[src/gse_pkg.sv]
// Package for the gray Sobel edge stream unit: sizes, register indexes, the
// item type shared by the front, queue and back, and the line-store word type.
// No dependencies.
package gse_pkg;

    // Widest row the line store holds.
    localparam int MAX_WIDTH    = 2048;
    localparam int HEIGHT_LIMIT = 4096;
    localparam int LS_AW        = $clog2(MAX_WIDTH);

    // Field widths fixed by the interface.
    localparam int COL_W  = 11;
    localparam int ROW_W  = 12;
    localparam int FW_W   = 12;
    localparam int FH_W   = 13;
    localparam int PIX_W  = 24;
    localparam int GRAY_W = 8;
    localparam int CFG_DW = 13;

    // Decoupling queue between front and back.
    localparam int QDEPTH = 4;
    localparam int QPTR_W = $clog2(QDEPTH);
    localparam int QCNT_W = $clog2(QDEPTH + 1);

    // Configuration register indexes.
    localparam logic CFG_FRAME_WIDTH  = 1'b0;
    localparam logic CFG_FRAME_HEIGHT = 1'b1;

    // Output position and its classification.
    typedef struct packed {
        logic             out_valid;
        logic             interior;
        logic [COL_W-1:0] col;
        logic [ROW_W-1:0] row;
    } t_pos;

    // One classified pixel on its way from the front to the back.
    typedef struct packed {
        logic [LS_AW-1:0]  addr;
        logic [GRAY_W-1:0] gray;
        t_pos              pos;
    } t_item;

    // One line-store word: line0 is the older of the two rows.
    typedef struct packed {
        logic [GRAY_W-1:0] line1;
        logic [GRAY_W-1:0] line0;
    } t_line_pair;

endpackage

[src/gse_queue.sv]
// Short FIFO of classified words between the front and the back part.
// Depends on gse_pkg.
module gse_queue (
    input  logic           i_clk,
    input  logic           i_rst_n,
    input  logic           i_push,
    input  gse_pkg::t_item i_item,
    input  logic           i_pop,
    output logic           o_valid,
    output logic           o_full,
    output gse_pkg::t_item o_item
);
    import gse_pkg::*;

    t_item             r_slot [QDEPTH];
    logic [QPTR_W-1:0] r_wr_ptr;
    logic [QPTR_W-1:0] r_rd_ptr;
    logic [QCNT_W-1:0] r_count;
    logic [QCNT_W-1:0] n_count;

    assign o_valid = (r_count != '0);
    assign o_full  = (r_count == QCNT_W'(QDEPTH));
    assign o_item  = r_slot[r_rd_ptr];

    always_comb begin
        n_count = r_count;
        if (i_push && !i_pop)      n_count = r_count + QCNT_W'(1);
        else if (!i_push && i_pop) n_count = r_count - QCNT_W'(1);
    end

    always_ff @(posedge i_clk) begin
        if (i_push) begin
            r_slot[r_wr_ptr] <= i_item;
        end
    end

    always_ff @(posedge i_clk) begin
        if (!i_rst_n) begin
            r_wr_ptr <= '0;
            r_rd_ptr <= '0;
            r_count  <= '0;
        end else begin
            if (i_push) r_wr_ptr <= r_wr_ptr + QPTR_W'(1);
            if (i_pop)  r_rd_ptr <= r_rd_ptr + QPTR_W'(1);
            r_count <= n_count;
        end
    end

endmodule

[config.mk]
export PLATFORM = sky130hd
export DESIGN_NAME = gse_queue
export DESIGN_NICKNAME = d
export VERILOG_FILES = /design/src/gse_pkg.sv /design/src/gse_queue.sv
export SDC_FILE = /design/constraint.sdc
export NUM_CORES = 1
export LEC_CHECK = 0
export ABC_AREA = 1
export BUFFER_PORTS_ARGS = -buffer_cell sky130_fd_sc_hd__buf_2
export CAP_MARGIN = 30
export CORE_ASPECT_RATIO = 0.75
export CORE_MARGIN = 10
export CORE_UTILIZATION = 61
export DETAILED_ROUTE_END_ITERATION = 8
export PLACE_DENSITY_LB_ADDON = 0.2
export SETUP_SLACK_MARGIN = 0.4
export SYNTH_ARGS = -nofsm -noshare
export SYNTH_HDL_FRONTEND = slang
export SYNTH_SLANG_ARGS = --single-unit
[constraint.sdc]
create_clock -name i_clk -period 5.44 [get_ports i_clk]
set_clock_uncertainty 0.05 [all_clocks]
set_input_delay 0 -clock i_clk [delete_from_list [all_inputs] [get_ports i_clk]]
set_output_delay 0 -clock i_clk [all_outputs]
set_load 0.005 [all_outputs]
==> impl_metrics.tcl, run 1 <==
set metrics [dict create \
    status "completed" \
    switching_share 0.227 \
    fmax_mhz 382 \
    cts_sinks 185 \
    firstDrtPassIters 5 \
    vias_per_cell 5.76 \
    crit_required_ps 5390 \
    die_w_um 144 \
    final_net_count 676 \
    post_drt_wl_per_cell_um 19.7 \
    fin_area_um2 8650 \
    post-route-period-util 0.481 \
    dieArea_um2 16300 \
    p_leak_nw 3.11 \
    drv_cap 0 \
    cts-buffers-inserted 17 \
    hold_viol 0 \
    drt-initial-drc-count 450 \
    synth_seq_cells 185 \
    synth_fp_nets 538 \
    slew_headroom 0.405 \
    cts-root-buf "clkbuf_16" \
    hold_buffers 47 \
    yosysSeqAreaShare 0.775 \
    ant_nets 0 \
    coreArea_um2 11100 \
    worstMarginPinSlew_ps 893 \
    p_switching_mw 0.708 \
    place_area_um2 7610 \
    ff2ff_path_depth 5 \
    setup_viol 0 \
    slew_violations 0 \
    cp_max_fo 89 \
    yosysWarnings 0 \
    crit_end "o_item[0]" \
    path_class "flip-flop to output port" \
    cts.path.max_buffers 2 \
    grt_pass1_vias 4537 \
    syn_inst 484 \
    cts_setup_buffers 0 \
    start_kind "flip-flop" \
    rr_startpoint "r_wr_ptr[1]" \
    fin_util 0.778 \
    insertion_delay_ps 420 \
    cts_tree "done" \
    antenna_found_initial 0 \
    ir_drop_mv 0.232 \
    tns_ps 0 \
    grt_max_degree 90 \
    initial_core_util 0.635 \
    path_clk_slew_ps 60 \
    gp_congestion 0.733 \
    powerDensity_nw_per_um2 361 \
    io_buffer_count 93 \
    comb_power_share 0.098 \
    drive_gt1_frac 0.244 \
    vias 4467 \
    hold_class "primary input to flip-flop" \
    row_count 33 \
    diodes 0 \
    grt_pass1_wl_mm 23.9 \
    grt_setup_unrepaired "false" \
    power.share.clock 0.376 \
    grt_use_total 0.189 \
    pwr-share-seq 0.526 \
    grt_remaining_overflow 0 \
    routed_wl_mm 15.3 \
    finalCriticalPeriod_ps 2620 \
    synth.distinct_cells 23 \
    syn_avg_cell_area_um2 14.6 \
    cts_resized 0 \
    dp_hpwl_mm 8.59 \
    syn2layout_area_growth_pct 22.6 \
    internal_power_mw 2.41 \
    reg2reg_to "r_slot[1][15]" \
    syn_area_um2 7050 \
    crit_path_end_kind "output port" \
    htreeDepth 4 \
    drc 0 \
    die_h_um 113 \
    io_pins 94 \
    critPathArrivalTime_ps 2570 \
    r2r_setup_slack_ps 3850 \
]
## cells by family after synthesis
family | Yosys count | share of synthesized area
DFF | 185 | 0.775
AOI/OAI and AO/OA | 142 | 0.117
and+or+nand+nor | 107 | 0.0612
buffers and inverters | 44 | 0.0348
adders and majority gates | 6 | 0.0117
## power by group through the flow
stage          clock network [mW]  registers [mW]  logic [mW]
3_3_place_gp                    0            1.67       0.261
2_1_floorplan                   0            1.67       0.155
6_report                     1.18            1.64       0.306
3_5_place_dp                    0            1.67       0.279
4_1_cts                      1.19            1.64       0.307
5_1_grt                      1.24            1.64       0.340
## layer usage
layer	wire [µm]	vias to the layer above	GRT usage
met2	7420	197	0.300
met3	1360	16	0.0635
met4	197	0	0.0652
li1	-	2069	-
met1	6310	2185	0.240
met5	0	-	0
## sequential cells by signal, indices dropped and copies added (netlist names), named ones only
register and cells:
r_rd_ptr 2, r_count 3, r_slot 176, r_wr_ptr 2
## worst max-delay path, cell delays in order (launching register included)
cell and delay (ps):
dfxtp_2 310, buf_4 650, inv_6 440, o21ai_0 340
o22ai_1 140, buf_2 150
## synth_stat cells, drive strengths merged
master / number / area, µm²
a21oi: 4 / 20.0
buf: 24 / 161
clkbuf: 3 / 15.0
dfxtp: 9 / 180
edfxtp: 176 / 5290
fa: 1 / 20.0
ha: 5 / 62.6
inv: 17 / 68.8
nand2: 10 / 37.5
nand3: 1 / 5.00
nand4: 1 / 6.26
nor2: 94 / 378
nor3: 1 / 5.00
o21ai: 94 / 470
o22ai: 44 / 338
## metrics by stage
step                power [mW]  hold slack (ps)  worst slack [ps]  instances
floorplan                 1.82             48.9              3540        484
global placement          1.93              162              3430        692
detailed placement        1.95              168              3360        696
CTS                       3.14              258              2870        775
global route              3.23              266              2660        775
finish                    3.12              270              2820        775
## cells in the final DEF, fill, tap and decap left out, types with 2 or more instances in the layout
cell	n
clkinvlp_4	3
o22ai_2	10
clkinv_1	2
nor2_1	84
o22ai_1	34
clkinv_4	2
o21ai_0	87
nand2_1	10
buf_4	2
clkbuf_16	17
dlygate4sd3_1	47
o21ai_1	7
dfxtp_1	8
edfxtp_1	176
buf_12	4
a21oi_1	4
clkinv_2	5
inv_2	5
inv_1	11
ha_1	5
nor2_2	10
bufinv_16	2
buf_2	93
## final cells by class
cell class / instances / area, µm²
inverters: 17 / 68.8
multi-input cells: 255 / 1340
repair buffers: 146 / 1030
clock buffers: 18 / 429
well taps: 140 / 175
clock inverters: 14 / 133
flip-flops and latches: 185 / 5470
fillers: 642 / 2460
## worst min-delay path by stage
stage | slack [ps] | to | startpoint | cells after the start
6_report | 270 | r_slot[2][36] | i_item[36] | 2
5_1_grt | 270 | r_slot[0][1] | i_item[1] | 2
4_1_cts | 260 | r_slot[3][22] | i_item[22] | 2
3_5_place_dp | 170 | r_slot[3][22] | i_item[22] | 1
3_3_place_gp | 160 | r_slot[3][33] | i_item[33] | 1
2_1_floorplan | 50 | r_slot[0][0] | i_item[0] | 0
(Power assumes the default switching activity.)
==> run 2: changes to the inputs <==
--- a/config.mk
+++ b/config.mk
@@ -5,12 +5,12 @@
 export SDC_FILE = /design/constraint.sdc
 export NUM_CORES = 1
 export LEC_CHECK = 0
-export ABC_AREA = 1
+export ABC_AREA = 0
 export BUFFER_PORTS_ARGS = -buffer_cell sky130_fd_sc_hd__buf_2
 export CAP_MARGIN = 30
 export CORE_ASPECT_RATIO = 0.75
 export CORE_MARGIN = 10
-export CORE_UTILIZATION = 61
+export CORE_UTILIZATION = 57
 export DETAILED_ROUTE_END_ITERATION = 8
 export PLACE_DENSITY_LB_ADDON = 0.2
 export SETUP_SLACK_MARGIN = 0.4
==> constraint.sdc (replaced) <==
create_clock -name i_clk -period 2.49 [get_ports i_clk]
set_clock_uncertainty 0.05 [all_clocks]
set_input_delay 0 -clock i_clk [delete_from_list [all_inputs] [get_ports i_clk]]
set_output_delay 0 -clock i_clk [all_outputs]
set_load 0.005 [all_outputs]
==> impl_metrics.tcl, run 2 <==
set metrics [dict create \
    status "completed" \
    power.total_mw 6.73 \
    fin_util 0.731 \
    ir_drop_mv 0.509 \
    io_pins 94 \
    crit_path_end_kind "output port" \
    drive_gt1_frac 0.396 \
    cts_sinks 185 \
    switching_share 0.212 \
    largest_register "r_slot" \
    synth_top_area_frac 0.771 \
    syn_inst 273 \
    synth_seq_cells 185 \
    ant_nets 0 \
    cts.path.max_buffers 2 \
    crit_required_ps 2440 \
    grt_max_degree 29 \
    finalCriticalPeriod_ps 1960 \
    worstMarginPinSlew_ps 447 \
    synth_ff_type "edfxtp_1" \
    synth_area_leaders "edfxtp_1 (77%), mux4_2 (13%), dfxtp_1 (2.6%)" \
    die_w_um 147 \
    pwr-share-seq 0.540 \
    hold_class "primary input to flip-flop" \
    async_reset_ff_frac 0 \
    coreArea_um2 11700 \
    vias_per_cell 5.28 \
    cp_max_fo 12 \
    yosysWarnings 0 \
    crit_end "o_item[25]" \
    yosysSeqAreaShare 0.797 \
    powerDensity_nw_per_um2 788 \
    setup_viol 0 \
    synthTopCellsByCount "edfxtp_1 (176), mux4_2 (40), and2_1 (9), dfxtp_1 (9), ha_1 (5)" \
    hold_viol 0 \
    post-route-period-util 0.786 \
    tns_ps 0 \
    htreeDepth 4 \
    syn_area_um2 6850 \
    synth_fp_nets 327 \
    rr_startpoint "r_count[0]" \
    grt_setup_unrepaired "false" \
    slew_violations 0 \
    dieArea_um2 16900 \
    io_buffer_count 93 \
    cts_tree "done" \
    diodes 0 \
    gp_congestion 0.755 \
    largest_register_ffs 176 \
    start_kind "flip-flop" \
    drc 0 \
    syn_avg_cell_area_um2 25.1 \
    syn2layout_area_growth_pct 24.7 \
    final_net_count 488 \
    r2r_setup_slack_ps 910 \
    comb_power_share 0.100 \
    yosysTopAreaCell "edfxtp_1" \
    grt_pass1_vias 3523 \
    cts_resized 0 \
    power.share.clock 0.360 \
    slew_headroom 0.702 \
    internal_power_mw 5.31 \
    insertion_delay_ps 400 \
    cts-buffers-inserted 17 \
    synth_edf_count 176 \
    critPathArrivalTime_ps 1910 \
    antenna_found_initial 0 \
    largestRegisters "r_slot (176), r_count (3)" \
    p_leak_nw 2.97 \
    p_switching_mw 1.43 \
    grt_pass1_wl_mm 19.6 \
    grt_remaining_overflow 0 \
    fmax_mhz 511 \
    ff2ff_path_depth 4 \
    initial_core_util 0.586 \
    post_drt_wl_per_cell_um 20.2 \
    vias 3216 \
    final_cell_mix "edfxtp_1 (176), buf_2 (93), dlygate4sd3_1 (47)" \
    drt-initial-drc-count 191 \
    path_class "flip-flop to output port" \
    die_h_um 115 \
    cts-root-buf "clkbuf_16" \
    layout_commonest_cell "edfxtp_1" \
    yosysMostFrequentCell "edfxtp_1" \
    firstDrtPassIters 6 \
    drv_cap 0 \
    dp_hpwl_mm 7.33 \
    reg2reg_to "r_count[2]" \
    path_clk_slew_ps 60 \
    row_count 34 \
    synth.distinct_cells 21 \
    routed_wl_mm 12.3 \
    grt_use_total 0.153 \
]
[run 2: cell types whose count changed after synthesis, moves of 10 or more]
cell,delta
nor2_2,-10
o22ai_2,-10
buf_2,-14
o22ai_1,-34
o21ai_0,-86
mux4_2,+40
nor2_1,-84
inv_1,-11
[run 2: what timing repair did]
action,CTS,global route
hold endpoints to repair,185,0
hold buffers,47,0
endpoints found under the setup margin,10,0
setup buffers,1,0
[run 2: worst min path at each step]
| stage | start | endpoint | cells past startpoint |
|---|---|---|---|
| after global placement | i_item[42] | r_slot[0][42] | 1 |
| after CTS | i_item[42] | r_slot[0][42] | 2 |
| after floorplan | i_item[0] | r_slot[0][0] | 0 |
| after global routing | i_item[6] | r_slot[0][6] | 2 |
| final | i_item[6] | r_slot[3][6] | 2 |
| after detailed placement | i_item[42] | r_slot[3][42] | 1 |
[run 2: power by group through the flow]
stage               registers [mW]  clock network, mW  logic [mW]
floorplan                     3.67                  0       0.383
global route                  3.65               2.62       0.740
detailed placement            3.71                  0       0.614
finish                        3.63               2.42       0.676
CTS                           3.64               2.47       0.692
global placement              3.70                  0       0.601
[run 2: routing by layer]
| metal | GRT usage | up-vias | part of all wire |
|---|---|---|---|
| met3 | 0.0609 | 6 | 0.070 |
| met4 | 0.0452 | 0 | 0.0053 |
| met5 | 0 | - | 0 |
| met2 | 0.251 | 105 | 0.51 |
| met1 | 0.187 | 1631 | 0.42 |
| li1 | - | 1474 | - |
[run 2: cells by family after synthesis]
kind of cell	after synthesis	share of synthesized area
adder cells (fa/ha/maj)	6	0.0120
buffers and inverters	14	0.0192
multiplexers	46	0.150
XOR/XNOR	5	0.00639
AO/OA/AOI/OAI	2	0.00183
flip-flops	185	0.797
AND/OR/NAND/NOR	15	0.0135
[run 2: layout make-up]
type	instances	area (µm²)
inverter	4	15.0
timing repair buffer	152	1060
multi-input combinational	74	1260
fill	662	3150
sequential	185	5470
tap	162	203
clock inverter	13	105
clock buffer	19	433
[run 2: worst max-delay path, cell delays in order (launching register included)]
cell and delay (ps):
dfxtp_4 510, buf_4 280, mux4_2 550, buf_2 150
[run 2: metrics by stage]
step                setup WS, ps  instances  instance area, µm²  hold slack (ps)
detailed placement           789        529                7520              168
finish                       534        609                8550              281
CTS                          493        609                8550              270
global placement             820        529                7520              160
global route                 425        609                8550              277
floorplan                    436        273                6850             48.9
==> run 3: changes to the inputs <==
--- a/config.mk
+++ b/config.mk
@@ -10,7 +10,7 @@
 export CAP_MARGIN = 30
 export CORE_ASPECT_RATIO = 0.75
 export CORE_MARGIN = 10
-export CORE_UTILIZATION = 57
+export CORE_UTILIZATION = 51
 export DETAILED_ROUTE_END_ITERATION = 8
 export PLACE_DENSITY_LB_ADDON = 0.2
 export SETUP_SLACK_MARGIN = 0.4
==> constraint.sdc (replaced) <==
create_clock -name i_clk -period 1.6 [get_ports i_clk]
set_clock_uncertainty 0.05 [all_clocks]
set_input_delay 0 -clock i_clk [delete_from_list [all_inputs] [get_ports i_clk]]
set_output_delay 0 -clock i_clk [all_outputs]
set_load 0.005 [all_outputs]
==> impl_metrics.tcl, run 3 (synthesis results as in run 2) <==
set metrics [dict create \
    cts_tree "done" \
    die_w_um 154 \
    cts-root-buf "clkbuf_16" \
    final_net_count 539 \
    largest_register "r_slot" \
    dpl_worst_slack_ps 85.0 \
    gp_congestion 0.717 \
    worst_hold_path.num_cells 4 \
    drc 0 \
    post-route-period-util 1.12 \
    start_kind "flip-flop" \
    drt-initial-drc-count 300 \
    io_buffer_count 93 \
    ir_drop_mv 0.796 \
    vias 3537 \
    grt_use_total 0.162 \
    ant_nets 0 \
    power.share.clock 0.352 \
    firstDrtPassIters 4 \
    grt_setup_unrepaired "true" \
    status "complete, but fails checks" \
    insertion_delay_ps 420 \
    largestRegisters "r_slot (176), r_count (3)" \
    r2r_setup_slack_ps 120 \
    multi_input_area_um2 1330 \
    htreeDepth 4 \
    slew_violations 0 \
    post_drt_wl_per_cell_um 22.5 \
    drv_cap 0 \
    internal_power_mw 8.72 \
    cts-buffers-inserted 17 \
    worstMarginPinSlew_ps 197 \
    cp_max_fo 9 \
    hold_class "primary input to flip-flop" \
    grt_pass1_wl_mm 22.5 \
    routed_wl_mm 15.0 \
    switching_share 0.212 \
    comb_power_share 0.139 \
    dp_cells 546 \
    critPathArrivalTime_ps 1750 \
    final.setup.worst_slack_ps -200 \
    row_count 36 \
    cts.path.max_buffers 2 \
    dp_hpwl_mm 8.36 \
    pwr-share-seq 0.510 \
    syn2layout_area_growth_pct 41.2 \
    stdcell_count 667 \
    power.total_mw 11.1 \
    largest_register_ffs 176 \
    seqCellArea_um2 5490 \
    crit_required_ps 1550 \
    antenna_found_initial 0 \
    diodes 0 \
    p_switching_mw 2.35 \
    layout_commonest_cell "edfxtp_1" \
    dieArea_um2 18500 \
    io_pins 94 \
    path_cells "buf_12 > buf_12 > mux4_2 > buf_2" \
    powerDensity_nw_per_um2 1140 \
    grt_remaining_overflow 0 \
    fmax_mhz 556 \
    initial_core_util 0.525 \
    hold_viol 0 \
    finalCriticalPeriod_ps 1800 \
    fillers 734 \
    final_cell_mix "edfxtp_1 (176), buf_2 (89), dlygate4sd3_1 (47)" \
    path_clk_slew_ps 60 \
    grt_pass1_vias 3880 \
    vias_per_cell 5.30 \
    cp_slowest_stage_delay_ps 540 \
    slew_headroom 0.869 \
    crit_path_end_kind "output port" \
    ff2ff_path_depth 4 \
    tns_ps -6660 \
    crit_slowest_cell "mux4_2" \
    cp_common_cell "buf_12" \
    cts_sinks 185 \
    die_h_um 120 \
    grt_max_degree 25 \
    violations "negative setup slack" \
    path_class "flip-flop to output port" \
    setup_viol 44 \
    p_leak_nw 3.43 \
    drive_gt1_frac 0.486 \
    coreArea_um2 13100 \
]
## run 3: cell count changes in the layout (fill, tap and decap cells not counted), sizes merged
| cell | delta |
|---|---|
| buf | +46 |
| clkbuf | +5 |
| clkinv | -2 |
| bufinv | +1 |
| inv | -1 |
## run 3: routing by layer
metal,global-route usage,vias to the layer above,wire (µm)
li1,-,1582,-
met1,0.194,1834,6220
met2,0.272,108,7720
met3,0.0577,13,883
met4,0.0471,0,170
met5,0,-,0
## run 3: worst paths after layout
check / start / endpoint
worst max register to register: r_count[1] / r_count[2]
worst min register to register: r_count[2] / r_count[2]
worst min-delay path: i_push / r_wr_ptr[0]
worst max-delay path: flip-flop / o_item[7]
## run 3: critical path, delay by kind of cell (launching register included)
family | cells | cell delay [ps]
mux | 1 | 540
buf+inv | 3 | 440
flops | 1 | 350
## run 3: metrics by stage
step | util | hold slack, ps | instance area (µm²)
4_1_cts | 0.726 | 11.7 | 9490
6_report | 0.741 | 33.4 | 9680
3_5_place_dp | 0.592 | 167 | 7730
2_1_floorplan | - | 48.9 | 6870
5_1_grt | 0.741 | 49.6 | 9680
3_3_place_gp | 0.592 | 160 | 7730
## run 3: layout make-up
cell class | count | area share
flip-flops and latches | 185 | 0.567
repair buffers | 203 | 0.216
multi-input cells | 74 | 0.137
clock buffers | 19 | 0.0447
well taps | 171 | 0.0221
clock inverters | 11 | 0.0111
inverters | 4 | 0.00207
## run 3: timing repair
| item | in CTS | in global routing |
|---|---|---|
| setup buffers | 26 | 3 |
| pin swaps | 3 | 2 |
| hold endpoints to repair | 185 | 0 |
| resized for setup | 53 | 13 |
| hold buffers | 47 | 0 |
| endpoints found under the setup margin | 200 | 223 |
| gates cloned | 11 | 4 |
## run 3: power groups by stage
stage | registers [mW] | clock network (mW) | logic, mW
4_1_cts | 5.64 | 3.94 | 1.45
5_1_grt | 5.66 | 4.13 | 1.65
2_1_floorplan | 5.71 | 0 | 0.604
3_3_place_gp | 5.73 | 0 | 1.06
3_5_place_dp | 5.75 | 0 | 1.08
6_report | 5.64 | 3.89 | 1.54
