File: src/gse_pkg.sv
// Package for the gray Sobel edge stream unit: sizes, register indexes, the
// item type shared by the front, queue and back, and the line-store word type.
// No dependencies.
package gse_pkg;

    // Widest row the line store holds.
    localparam int MAX_WIDTH    = 2048;
    localparam int HEIGHT_LIMIT = 4096;
    localparam int LS_AW        = $clog2(MAX_WIDTH);

    // Field widths fixed by the interface.
    localparam int COL_W  = 11;
    localparam int ROW_W  = 12;
    localparam int FW_W   = 12;
    localparam int FH_W   = 13;
    localparam int PIX_W  = 24;
    localparam int GRAY_W = 8;
    localparam int CFG_DW = 13;

    // Decoupling queue between front and back.
    localparam int QDEPTH = 4;
    localparam int QPTR_W = $clog2(QDEPTH);
    localparam int QCNT_W = $clog2(QDEPTH + 1);

    // Configuration register indexes.
    localparam logic CFG_FRAME_WIDTH  = 1'b0;
    localparam logic CFG_FRAME_HEIGHT = 1'b1;

    // Output position and its classification.
    typedef struct packed {
        logic             out_valid;
        logic             interior;
        logic [COL_W-1:0] col;
        logic [ROW_W-1:0] row;
    } t_pos;

    // One classified pixel on its way from the front to the back.
    typedef struct packed {
        logic [LS_AW-1:0]  addr;
        logic [GRAY_W-1:0] gray;
        t_pos              pos;
    } t_item;

    // One line-store word: line0 is the older of the two rows.
    typedef struct packed {
        logic [GRAY_W-1:0] line1;
        logic [GRAY_W-1:0] line0;
    } t_line_pair;

endpackage

File: src/gse_front.sv
// Front part: configuration registers, gray conversion, raster position
// counters and output position classification for every accepted word.
// Depends on gse_pkg.
module gse_front (
    input  logic                  i_clk,
    input  logic                  i_rst_n,
    input  logic                  i_cfg_we,
    input  logic                  i_cfg_index,
    input  logic [gse_pkg::CFG_DW-1:0] i_cfg_data,
    input  logic                  i_pix_valid,
    input  logic [gse_pkg::PIX_W-1:0] i_pixel_bgr,
    input  logic                  i_frame_start,
    input  logic                  i_full,
    output logic                  o_push,
    output gse_pkg::t_item        o_item
);
    import gse_pkg::*;

    logic [FW_W-1:0]  r_frame_width;
    logic [FH_W-1:0]  r_frame_height;
    logic [COL_W-1:0] r_col;
    logic [ROW_W-1:0] r_row;
    logic [COL_W-1:0] n_col;
    logic [ROW_W-1:0] n_row;

    logic [FW_W-1:0]  width;
    logic [FH_W-1:0]  height;
    logic [COL_W-1:0] cur_col;
    logic [ROW_W-1:0] cur_row;
    logic [FW_W-1:0]  col_inc;
    logic [FH_W-1:0]  row_inc;
    logic [15:0]      gray_sum;
    logic [COL_W-1:0] ocol_mid;
    logic [ROW_W-1:0] orow_mid;
    t_pos             pos;

    always_ff @(posedge i_clk) begin
        if (!i_rst_n) begin
            r_frame_width  <= FW_W'(640);
            r_frame_height <= FH_W'(480);
        end else if (i_cfg_we) begin
            unique case (i_cfg_index)
                CFG_FRAME_WIDTH:  r_frame_width  <= i_cfg_data[FW_W-1:0];
                CFG_FRAME_HEIGHT: r_frame_height <= i_cfg_data[FH_W-1:0];
                default:          ;
            endcase
        end
    end

    // Sizes are saturated to their legal ranges where they are used.
    always_comb begin
        if (r_frame_width < FW_W'(3))              width = FW_W'(3);
        else if (r_frame_width > FW_W'(MAX_WIDTH)) width = FW_W'(MAX_WIDTH);
        else                                       width = r_frame_width;
        if (r_frame_height < FH_W'(3))                 height = FH_W'(3);
        else if (r_frame_height > FH_W'(HEIGHT_LIMIT)) height = FH_W'(HEIGHT_LIMIT);
        else                                           height = r_frame_height;
    end

    assign o_push  = i_pix_valid && !i_full;
    assign cur_col = i_frame_start ? '0 : r_col;
    assign cur_row = i_frame_start ? '0 : r_row;

    assign gray_sum = 16'(16'd54 * {8'd0, i_pixel_bgr[23:16]})
                    + 16'(16'd183 * {8'd0, i_pixel_bgr[15:8]})
                    + 16'(16'd19 * {8'd0, i_pixel_bgr[7:0]})
                    + 16'd128;

    assign ocol_mid = cur_col - COL_W'(1);
    assign orow_mid = cur_row - ROW_W'(1);

    // The output trails the input by one row and one column. In column 0 it
    // names the last column of the row two above, which is always border.
    always_comb begin
        pos = '0;
        if (cur_col == '0) begin
            if (cur_row >= ROW_W'(2)) begin
                pos.out_valid = 1'b1;
                pos.col       = COL_W'(width - FW_W'(1));
                pos.row       = cur_row - ROW_W'(2);
            end
        end else if (cur_row != '0) begin
            pos.out_valid = 1'b1;
            pos.col       = ocol_mid;
            pos.row       = orow_mid;
            pos.interior  = (ocol_mid != '0) && (orow_mid != '0)
                         && ({1'b0, ocol_mid} < width - FW_W'(1))
                         && ({1'b0, orow_mid} < height - FH_W'(1));
        end
    end

    assign o_item.addr = cur_col[LS_AW-1:0];
    assign o_item.gray = gray_sum[15:8];
    assign o_item.pos  = pos;

    assign col_inc = {1'b0, cur_col} + FW_W'(1);
    assign row_inc = {1'b0, cur_row} + FH_W'(1);

    always_comb begin
        n_col = r_col;
        n_row = r_row;
        if (o_push) begin
            if (col_inc >= width) begin
                n_col = '0;
                n_row = (row_inc >= height) ? '0 : row_inc[ROW_W-1:0];
            end else begin
                n_col = col_inc[COL_W-1:0];
                n_row = cur_row;
            end
        end
    end

    always_ff @(posedge i_clk) begin
        if (!i_rst_n) begin
            r_col <= '0;
            r_row <= '0;
        end else begin
            r_col <= n_col;
            r_row <= n_row;
        end
    end

endmodule

File: config.mk
export PLATFORM = sky130hd
export DESIGN_NAME = gse_front
export DESIGN_NICKNAME = d
export VERILOG_FILES = /design/src/gse_pkg.sv /design/src/gse_front.sv
export SDC_FILE = /design/constraint.sdc
export NUM_CORES = 1
export LEC_CHECK = 0
export BUFFER_PORTS_ARGS = -buffer_cell sky130_fd_sc_hd__buf_4
export CORE_MARGIN = 3
export CORE_UTILIZATION = 60
export CTS_BUF_LIST = sky130_fd_sc_hd__clkbuf_4 sky130_fd_sc_hd__clkbuf_8
export DETAILED_ROUTE_END_ITERATION = 10
export PLACE_DENSITY = 0.82
export REMOVE_ABC_BUFFERS = 1
export SLEW_MARGIN = 20
export SYNTH_ARGS = -nofsm -noshare
export SYNTH_HDL_FRONTEND = slang
export SYNTH_SLANG_ARGS = --single-unit
File: constraint.sdc
create_clock -name i_clk -period 9.5 [get_ports i_clk]
set_input_delay 0.95 -clock i_clk [delete_from_list [all_inputs] [get_ports i_clk]]
set_output_delay 0.95 -clock i_clk [all_outputs]
set_load 0.02 [all_outputs]
==> impl_metrics.json, run 1 <==
{
  "outcome": "complete, no violations",
  "antenna_cells": 0,
  "syn_area_um2": 8560,
  "yosysTopAreaCellShare_pct": 22.5,
  "r2r_end": "r_row[3]$_SDFFE_PN0P_",
  "leakage_nw": 4.68,
  "r2r_start": "r_row[0]$_SDFFE_PN0P_",
  "power.density_nw_per_um2": 367,
  "synth.most_common_cell": "ha_1",
  "synth_compound_area_share_pct": 17.5,
  "synthMuxAreaShare_pct": 0.614,
  "critPathSlowestCell": "fa_1",
  "skew_ns": 0.00657,
  "ant_nets": 0,
  "via_per_inst": 5.85,
  "cp_max_fo": 4,
  "wire_per_inst_um": 15.9,
  "synth-seq-cells": 48,
  "synth_area_leaders": "ha_1, fa_1, dfxtp_1",
  "dp_worst_setup_slack_ns": 0.177,
  "clockBufferDepth": 2,
  "cts_buffers": 5,
  "worstMarginPinSlew_ns": 0.991,
  "yosys_warnings": 0,
  "nets": 1396,
  "switching_share_pct": 51.3,
  "h-tree-depth": 2,
  "hold_depth": 2,
  "cp-end-kind": "output pin",
  "die_area_um2": 15700,
  "tns_ns": 0,
  "crit_start": "i_pixel_bgr[18]",
  "reg2reg_slack_ns": 4.43,
  "max_freq_mhz": 111,
  "grt_pass1_wl_um": 35800,
  "grt_max_degree": 54,
  "post_synth_most_frequent_cells": "ha_1, inv_1, nand2_1, nor2_1, fa_1",
  "antenna_found_initial": 0,
  "drt_iter0_drc": 492,
  "layout-drive-gt1-share_pct": 10.6,
  "synth_top_family_by_area": "adder cells",
  "drc": 0,
  "synth_xor_area_share_pct": 5.12,
  "pin_count": 89,
  "p_clk_share_pct": 5.4,
  "vias": 7700,
  "synth_cell_types": 71,
  "pwr-share-seq_pct": 6.2,
  "grt_pass1_vias": 7511,
  "critPathMostFrequentCell": "fa_1",
  "cap_violations": 0,
  "power.internal_mw": 1.69,
  "ctsHoldBuffers": 0,
  "start_kind": "input port",
  "syn_to_final_growth_pct": 10.6,
  "gp_routability_congestion": 0.931,
  "yosysSeqAreaShare_pct": 11.2,
  "relSlewSlack_pct": 33.8,
  "r2r_cells": 14,
  "p_total_mw": 3.48,
  "syn-mean-instance-area_um2": 7.94,
  "setup_viol": 0,
  "synth_fa_ha_area_share_pct": 37.0,
  "yosys.area.top_type": "ha_1",
  "synth-edff-count": 0,
  "combPwrFrac_pct": 88.4,
  "setup_slack_ns": 0.470,
  "drt-pass1-iter-count": 5,
  "async_flop_share_pct": 0,
  "finalMaxSlewViolations": 0,
  "die_h_um": 125,
  "rsz0062_at_grt": "no",
  "cp-endpoint": "o_item[32]",
  "fin_crit_ns": 9.03,
  "clkTransAtPathRegs_ns": 0.10,
  "peakVddDrop_mv": 1.16,
  "cts_tree": "built",
  "hold_violations": 0,
  "port_buffers": 88,
  "yosys.area_share.simple_pct": 19.8,
  "finalWirelength_um": 21000,
  "synth_ff_type": "dfxtp_1",
  "cpPeakStageDelay_ns": 0.53,
  "crit_type": "in -> out",
  "core_um2": 13900,
  "clkSinkCount": 48,
  "grt-ovfl-total": 0,
  "required_ns": 8.55,
  "hpwl_um": 17300,
  "track_usage_pct": 27.0,
  "dieWidth_um": 125,
  "cp.arrival_ns": 8.08,
  "p_sw_mw": 1.78,
  "num_rows": 43,
  "root_buffer": "clkbuf_8",
  "initial_core_util_pct": 61.4,
  "hp-class": "reg -> reg",
  "period_share_pct": 95.1,
  "insertion_delay_ns": 0.32,
  "synthesis.instances": 1078
}
## cells in the final DEF, fill, tap and decap left out, types with 27 or more instances in the layout
cell type,n
ha_1,154
inv_1,153
nand2_1,114
buf_4,92
nor2_1,76
fa_1,62
dfxtp_1,48
a21oi_1,36
o21ai_0,33
xnor2_1,31
nor2b_1,29
nand3_1,27
nor3_1,27
## power by group through the flow
stage	Combinational [mW]	Sequential [mW]	Clock, mW
after floorplan	2.05	0.217	0
final	3.07	0.215	0.189
after detailed placement	2.99	0.220	0
after global routing	3.45	0.216	0.198
after global placement	2.94	0.220	0
after CTS	3.02	0.215	0.190
## metal layers
layer / GRT usage (%) / up-vias / part of all wire (%) / routed length (µm)
met3: 3.37 / 40 / 5.5 / 1150
met1: 37.3 / 3603 / 45 / 9400
met2: 45.0 / 252 / 47 / 9960
li1: - / 3805 / - / -
met4: 6.70 / 0 / 2.3 / 473
met5: 0 / - / 0 / 0
## state kept, by name (all words and copies together), names as in the netlist
| register | flops |
|---|---|
| r_frame_height | 13 |
| r_frame_width | 12 |
| r_row | 12 |
| r_col | 11 |
## worst max-delay path, delay by kind of cell
kind	cells	cell delay (ns)
compound gates	9	1.61
buf+inv	9	0.76
simple gates	1	0.09
fa+ha+maj	11	4.65
## cell families (layout without fill, tap and decap cells)
logic type,count (synthesis),after routing
and+or+nand+nor,347,347
adders and majority gates,216,216
AOI/OAI and AO/OA,216,216
buffers and inverters,196,255
xor gates and xnor gates,50,50
DFF,48,48
muxes,5,5
## timing repair
action	CTS	global route
endpoints found under the setup margin	0	4
setup buffers	0	1
resized for setup	0	7
## worst min path at each step
stage	end	slack (ns)	from
4_1_cts	r_frame_width[1]$_SDFFE_PN0P_	0.50	r_frame_width[1]$_SDFFE_PN0P_
5_1_grt	r_frame_width[10]$_SDFFE_PN0P_	0.54	r_frame_width[10]$_SDFFE_PN0P_
3_5_place_dp	r_frame_width[1]$_SDFFE_PN0P_	0.49	r_frame_width[1]$_SDFFE_PN0P_
6_report	r_frame_width[1]$_SDFFE_PN0P_	0.50	r_frame_width[1]$_SDFFE_PN0P_
3_3_place_gp	r_frame_width[10]$_SDFFE_PN0P_	0.48	r_frame_width[10]$_SDFFE_PN0P_
2_1_floorplan	r_frame_width[10]$_SDFFE_PN0P_	0.45	r_frame_width[10]$_SDFFE_PN0P_
## per-stage QoR
stage | utilization [%] | hold WS (ns) | instances | cell area, µm²
after floorplan | - | 0.453 | 1037 | 8400
after global placement | 66.8 | 0.478 | 1308 | 9310
after detailed placement | 66.8 | 0.486 | 1308 | 9310
after CTS | 67.8 | 0.501 | 1316 | 9440
after global routing | 67.9 | 0.537 | 1317 | 9460
final | 67.9 | 0.496 | 1317 | 9460
## area by class of cell
cell class                      instances  area [µm²]
Fill cell                            1161        4470
Inverter                              155         582
Tap cell                              180         225
Timing Repair Buffer                   92         691
Multi-Input combinational cell        834        6870
Clock inverter                          3        68.8
Sequential cell                        48         961
Clock buffer                            5        68.8
Power figures use the tool's default switching activity.
==> run 2: changes to the inputs <==
- CORE_ASPECT_RATIO: default -> 0.9
==> run 2 against run 1 <==
Non-clock buffer count unchanged. Routed wire length increased by 2.1%. Critical path depth rose by 1. Final cell count is 0.68% higher. Hold slack improved by 0.0046 ns. Cell area decreased by 0.16%. Die area about the same. Largest power group unchanged.
==> impl_metrics.json, run 2 (synthesis gave the netlist of run 1 again) <==
{
  "outcome": "complete, no violations",
  "critPathMostFrequentCell": "fa_1",
  "worstMarginPinSlew_ns": 0.916,
  "core_um2": 13700,
  "cpPeakStageDelay_ns": 0.53,
  "rsz0062_at_grt": "no",
  "period_share_pct": 95.8,
  "grt_pass1_vias": 7375,
  "required_ns": 8.55,
  "finalWirelength_um": 21400,
  "power.density_nw_per_um2": 368,
  "antenna_found_initial": 0,
  "reg_top3": "r_frame_height x13, r_frame_width x12, r_row x12",
  "cts_buffers": 5,
  "port_buffers": 88,
  "initial_core_util_pct": 62.6,
  "h-tree-depth": 2,
  "num_rows": 40,
  "max_freq_mhz": 110,
  "wire_per_inst_um": 16.2,
  "hpwl_um": 17800,
  "grt-ovfl-total": 0,
  "drt_iter0_drc": 742,
  "cp-end-kind": "output pin",
  "fin_crit_ns": 9.10,
  "cp_max_fo": 4,
  "finalMaxSlewViolations": 0,
  "relSlewSlack_pct": 38.8,
  "cap_violations": 0,
  "leakage_nw": 4.67,
  "gp_routability_congestion": 0.952,
  "setup_viol": 0,
  "final-seq-area_um2": 961,
  "largest_register_ffs": 13,
  "skew_ns": 0.00600,
  "clkSinkCount": 48,
  "die_area_um2": 15700,
  "start_kind": "input port",
  "nets": 1396,
  "track_usage_pct": 27.1,
  "hold_violations": 0,
  "dieWidth_um": 132,
  "drc": 0,
  "finish.utilization_pct": 69.2,
  "ant_nets": 0,
  "vias": 7739,
  "grt_pass1_wl_um": 35700,
  "layout-drive-gt1-share_pct": 10.5,
  "antenna_cells": 0,
  "pin_count": 89,
  "die_h_um": 119,
  "layout_common_cells": "ha_1, inv_1, nand2_1",
  "cts_tree": "built",
  "via_per_inst": 5.84,
  "fillerInstances": 1126,
  "multi_input_area_um2": 6860,
  "hp-class": "reg -> reg",
  "grt_max_degree": 54,
  "clkTransAtPathRegs_ns": 0.10,
  "critPathSlowestCell": "fa_1",
  "tns_ns": 0,
  "peakVddDrop_mv": 1.13,
  "syn_to_final_growth_pct": 10.4,
  "drt-pass1-iter-count": 7,
  "largest-register": "r_frame_height",
  "root_buffer": "clkbuf_8",
  "layout_commonest_cell": "ha_1",
  "insertion_delay_ns": 0.32,
  "clockBufferDepth": 2,
  "crit_type": "in -> out",
  "cp.arrival_ns": 8.15
}
-- run 2: changes by cell type in the layout (fill, tap and decap cells not counted) --
cell       change
clkinv_4       +2
a2111oi_1      +1
a2111oi_2      -1
bufinv_16      -1
inv_6          -1
o21ai_0        -1
o21ai_1        +1
-- run 2: path summary, 6_finish.rpt --
check / from / endpoint / slack [ns] / cells past startpoint
worst max-delay path: i_pixel_bgr[18] / o_item[32] / 0.40 / 31
worst min register to register: r_frame_height[4]$_SDFFE_PN0P_ / r_frame_height[4]$_SDFFE_PN0P_ / 0.50 / 2
worst min-delay path: r_frame_height[4]$_SDFFE_PN0P_ / r_frame_height[4]$_SDFFE_PN0P_ / 0.50 / 2
worst max register to register: r_row[0]$_SDFFE_PN0P_ / r_row[3]$_SDFFE_PN0P_ / 4.44 / 14
-- run 2: per-stage QoR --
stage	worst slack (ns)	total power, mW	instances	area [µm²]	hold WS (ns)
global route	0.0276	3.90	1326	9450	0.537
CTS	0.0749	3.43	1325	9430	0.501
floorplan	0.659	2.27	1037	8400	0.453
detailed placement	0.107	3.23	1317	9320	0.487
finish	0.400	3.48	1326	9450	0.500
global placement	0.471	3.16	1317	9320	0.480
-- run 2: layout make-up --
type / instances / area share (%)
Clock buffer: 5 / 0.728
Clock inverter: 3 / 0.503
Timing Repair Buffer: 92 / 7.31
Sequential cell: 48 / 10.2
Inverter: 155 / 6.16
Tap cell: 189 / 2.50
Multi-Input combinational cell: 834 / 72.6
-- run 2: critical path: cells and delay by family --
kind	cells	cell delay, ns
buf+inv	9	0.79
fa+ha+maj	11	4.63
simple gates	3	0.28
compound gates	8	1.48
-- run 2: layer usage --
| metal | part of all wire, % | track usage, % | vias up |
|---|---|---|---|
| met2 | 45 | 42.5 | 253 |
| li1 | - | - | 3803 |
| met5 | 0 | 0 | - |
| met4 | 1.4 | 5.05 | 0 |
| met3 | 5.9 | 2.79 | 31 |
| met1 | 47 | 40.7 | 3652 |
-- run 2: report_power, final --
| part | internal [mW] | switching [mW] | total (mW) |
|---|---|---|---|
| clock network | 0.0795 | 0.0826 | 0.162 |
| logic | 1.38 | 1.72 | 3.10 |
| registers | 0.207 | 0.00861 | 0.215 |
| total | 1.67 | 1.81 | 3.48 |
-- run 2: repair_timing --
action                     4_1_cts  5_1_grt
resized for setup                0        7
buffers inserted                 0        1
hold buffers                     0        0
setup endpoints to repair        0        4
==> run 3: changes to the inputs <==
- CELL_PAD_IN_SITES_DETAIL_PLACEMENT: default -> 1
- CELL_PAD_IN_SITES_GLOBAL_PLACEMENT: default -> 1
- CORE_UTILIZATION: 60 -> 47
- PLACE_DENSITY: 0.82 -> default
- PLACE_DENSITY_LB_ADDON: default -> 0.1
==> run 3 against run 2 <==
Hold slack better by 0.0013 ns. Total power is 6.3% higher. Routed wire length is 18% higher.
==> impl_metrics.json, run 3 (synthesis gave the netlist of run 1 again) <==
{
  "cap_violations": 0,
  "grt-ovfl-total": 0,
  "hp-class": "reg -> reg",
  "core_um2": 17700,
  "drt-pass1-iter-count": 5,
  "h-tree-depth": 2,
  "reg_top3": "r_frame_height x13, r_frame_width x12, r_row x12",
  "track_usage_pct": 25.7,
  "port_buffers": 88,
  "dieWidth_um": 148,
  "p_clk_share_pct": 3.9,
  "grt_max_degree": 54,
  "cts_resized": 0,
  "gp_routability_congestion": 0.893,
  "ctsHoldBuffers": 0,
  "grt_pass1_wl_um": 41800,
  "nets": 1397,
  "antenna_cells": 0,
  "p_total_mw": 3.70,
  "r2r_start": "r_row[0]$_SDFFE_PN0P_",
  "cpPeakStageDelay_ns": 0.52,
  "cp-end-kind": "output pin",
  "finalMaxSlewViolations": 0,
  "pin_count": 89,
  "power.density_nw_per_um2": 389,
  "critPathSlowestCell": "fa_1",
  "syn_to_final_growth_pct": 11.1,
  "reg2reg_slack_ns": 4.45,
  "antenna_found_initial": 0,
  "clockBufferDepth": 2,
  "skew_ns": 0.0124,
  "cp.arrival_ns": 8.12,
  "cts_buffers": 5,
  "dp.cells": 1370,
  "start_kind": "input port",
  "grt_pass1_vias": 8188,
  "max_freq_mhz": 110,
  "initial_core_util_pct": 48.3,
  "hpwl_um": 21400,
  "pwr-share-seq_pct": 5.8,
  "tns_ns": 0,
  "leakage_nw": 4.67,
  "hold_depth": 2,
  "vias": 7755,
  "fin_crit_ns": 9.07,
  "finish.utilization_pct": 53.6,
  "period_share_pct": 95.4,
  "clkTransAtPathRegs_ns": 0.09,
  "r2r_end": "r_row[3]$_SDFFE_PN0P_",
  "ant_nets": 0,
  "r2r_cells": 14,
  "largest_register_ffs": 13,
  "fin_area_um2": 9510,
  "insertion_delay_ns": 0.32,
  "relSlewSlack_pct": 32.3,
  "drc": 0,
  "wire_per_inst_um": 18.4,
  "worstMarginPinSlew_ns": 0.989,
  "cts_tree": "built",
  "hold_violations": 0,
  "die_area_um2": 19900,
  "clkSinkCount": 48,
  "via_per_inst": 5.63,
  "instances_no_fill": 1378,
  "root_buffer": "clkbuf_8",
  "peakVddDrop_mv": 1.49,
  "power.internal_mw": 1.69,
  "cp_max_fo": 4,
  "combPwrFrac_pct": 90.3,
  "switching_share_pct": 54.2,
  "holdPathEnd": "r_frame_width[10]$_SDFFE_PN0P_",
  "layout_common_cells": "ha_1, inv_1, nand2_1",
  "outcome": "complete, no violations",
  "num_rows": 46,
  "required_ns": 8.55,
  "dpl_cell_area_um2": 9400,
  "rsz0062_at_grt": "no",
  "p_sw_mw": 2.00,
  "layout_commonest_cell": "ha_1",
  "largest-register": "r_frame_height",
  "cts_setup_buffers": 0,
  "layout-drive-gt1-share_pct": 10.7,
  "die_h_um": 134,
  "finalWirelength_um": 25300,
  "drt_iter0_drc": 382,
  "min_from": "r_frame_width[10]$_SDFFE_PN0P_",
  "setup_viol": 0,
  "critPathMostFrequentCell": "fa_1",
  "crit_type": "in -> out"
}
run 3: worst max-delay path by stage:
| stage | startpoint | endpoint | slack, ns | cells past startpoint |
|---|---|---|---|---|
| after detailed placement | i_pixel_bgr[18] | o_item[32] | 0.02 | 30 |
| after global placement | i_pixel_bgr[18] | o_item[32] | 0.31 | 30 |
| final | i_pixel_bgr[18] | o_item[32] | 0.43 | 30 |
| after CTS | i_pixel_bgr[18] | o_item[32] | 0.002 | 30 |
| after floorplan | i_pixel_bgr[17] | o_item[32] | 0.66 | 27 |
| after global routing | i_pixel_bgr[18] | o_item[32] | 0.01 | 30 |
run 3: worst max-delay path: cells and delay by family:
family	cells	cell delay, ns
compound gates	9	1.61
buf+inv	9	0.81
simple gates	1	0.08
fa+ha+maj	11	4.64
run 3: layout make-up:
cell class,count,area [µm²]
Clock buffer,8,97.6
Fill cell,2299,8220
Inverter,155,582
Multi-Input combinational cell,834,6870
Sequential cell,48,961
Tap cell,240,300
Timing Repair Buffer,93,698
run 3: power by group through the flow:
stage	Clock, mW	Combinational [mW]	Sequential (mW)
finish	0.143	3.34	0.215
global route	0.154	3.71	0.216
CTS	0.146	3.29	0.215
detailed placement	0	3.26	0.220
global placement	0	3.16	0.220
floorplan	0	2.05	0.217
run 3: per-layer routing:
layer  track usage (%)  wire [µm]  vias up
li1                  -          -     3794
met1              37.1      12500     3823
met2              43.4      11800      120
met3              2.40        815       18
met4              3.23        202        0
met5                 0          0        -
run 3: through the flow:
stage | hold slack (ns) | worst slack (ns)
after floorplan | 0.453 | 0.659
after global routing | 0.516 | 0.0103
after global placement | 0.473 | 0.313
after CTS | 0.501 | 0.00181
after detailed placement | 0.488 | 0.0193
final | 0.502 | 0.433
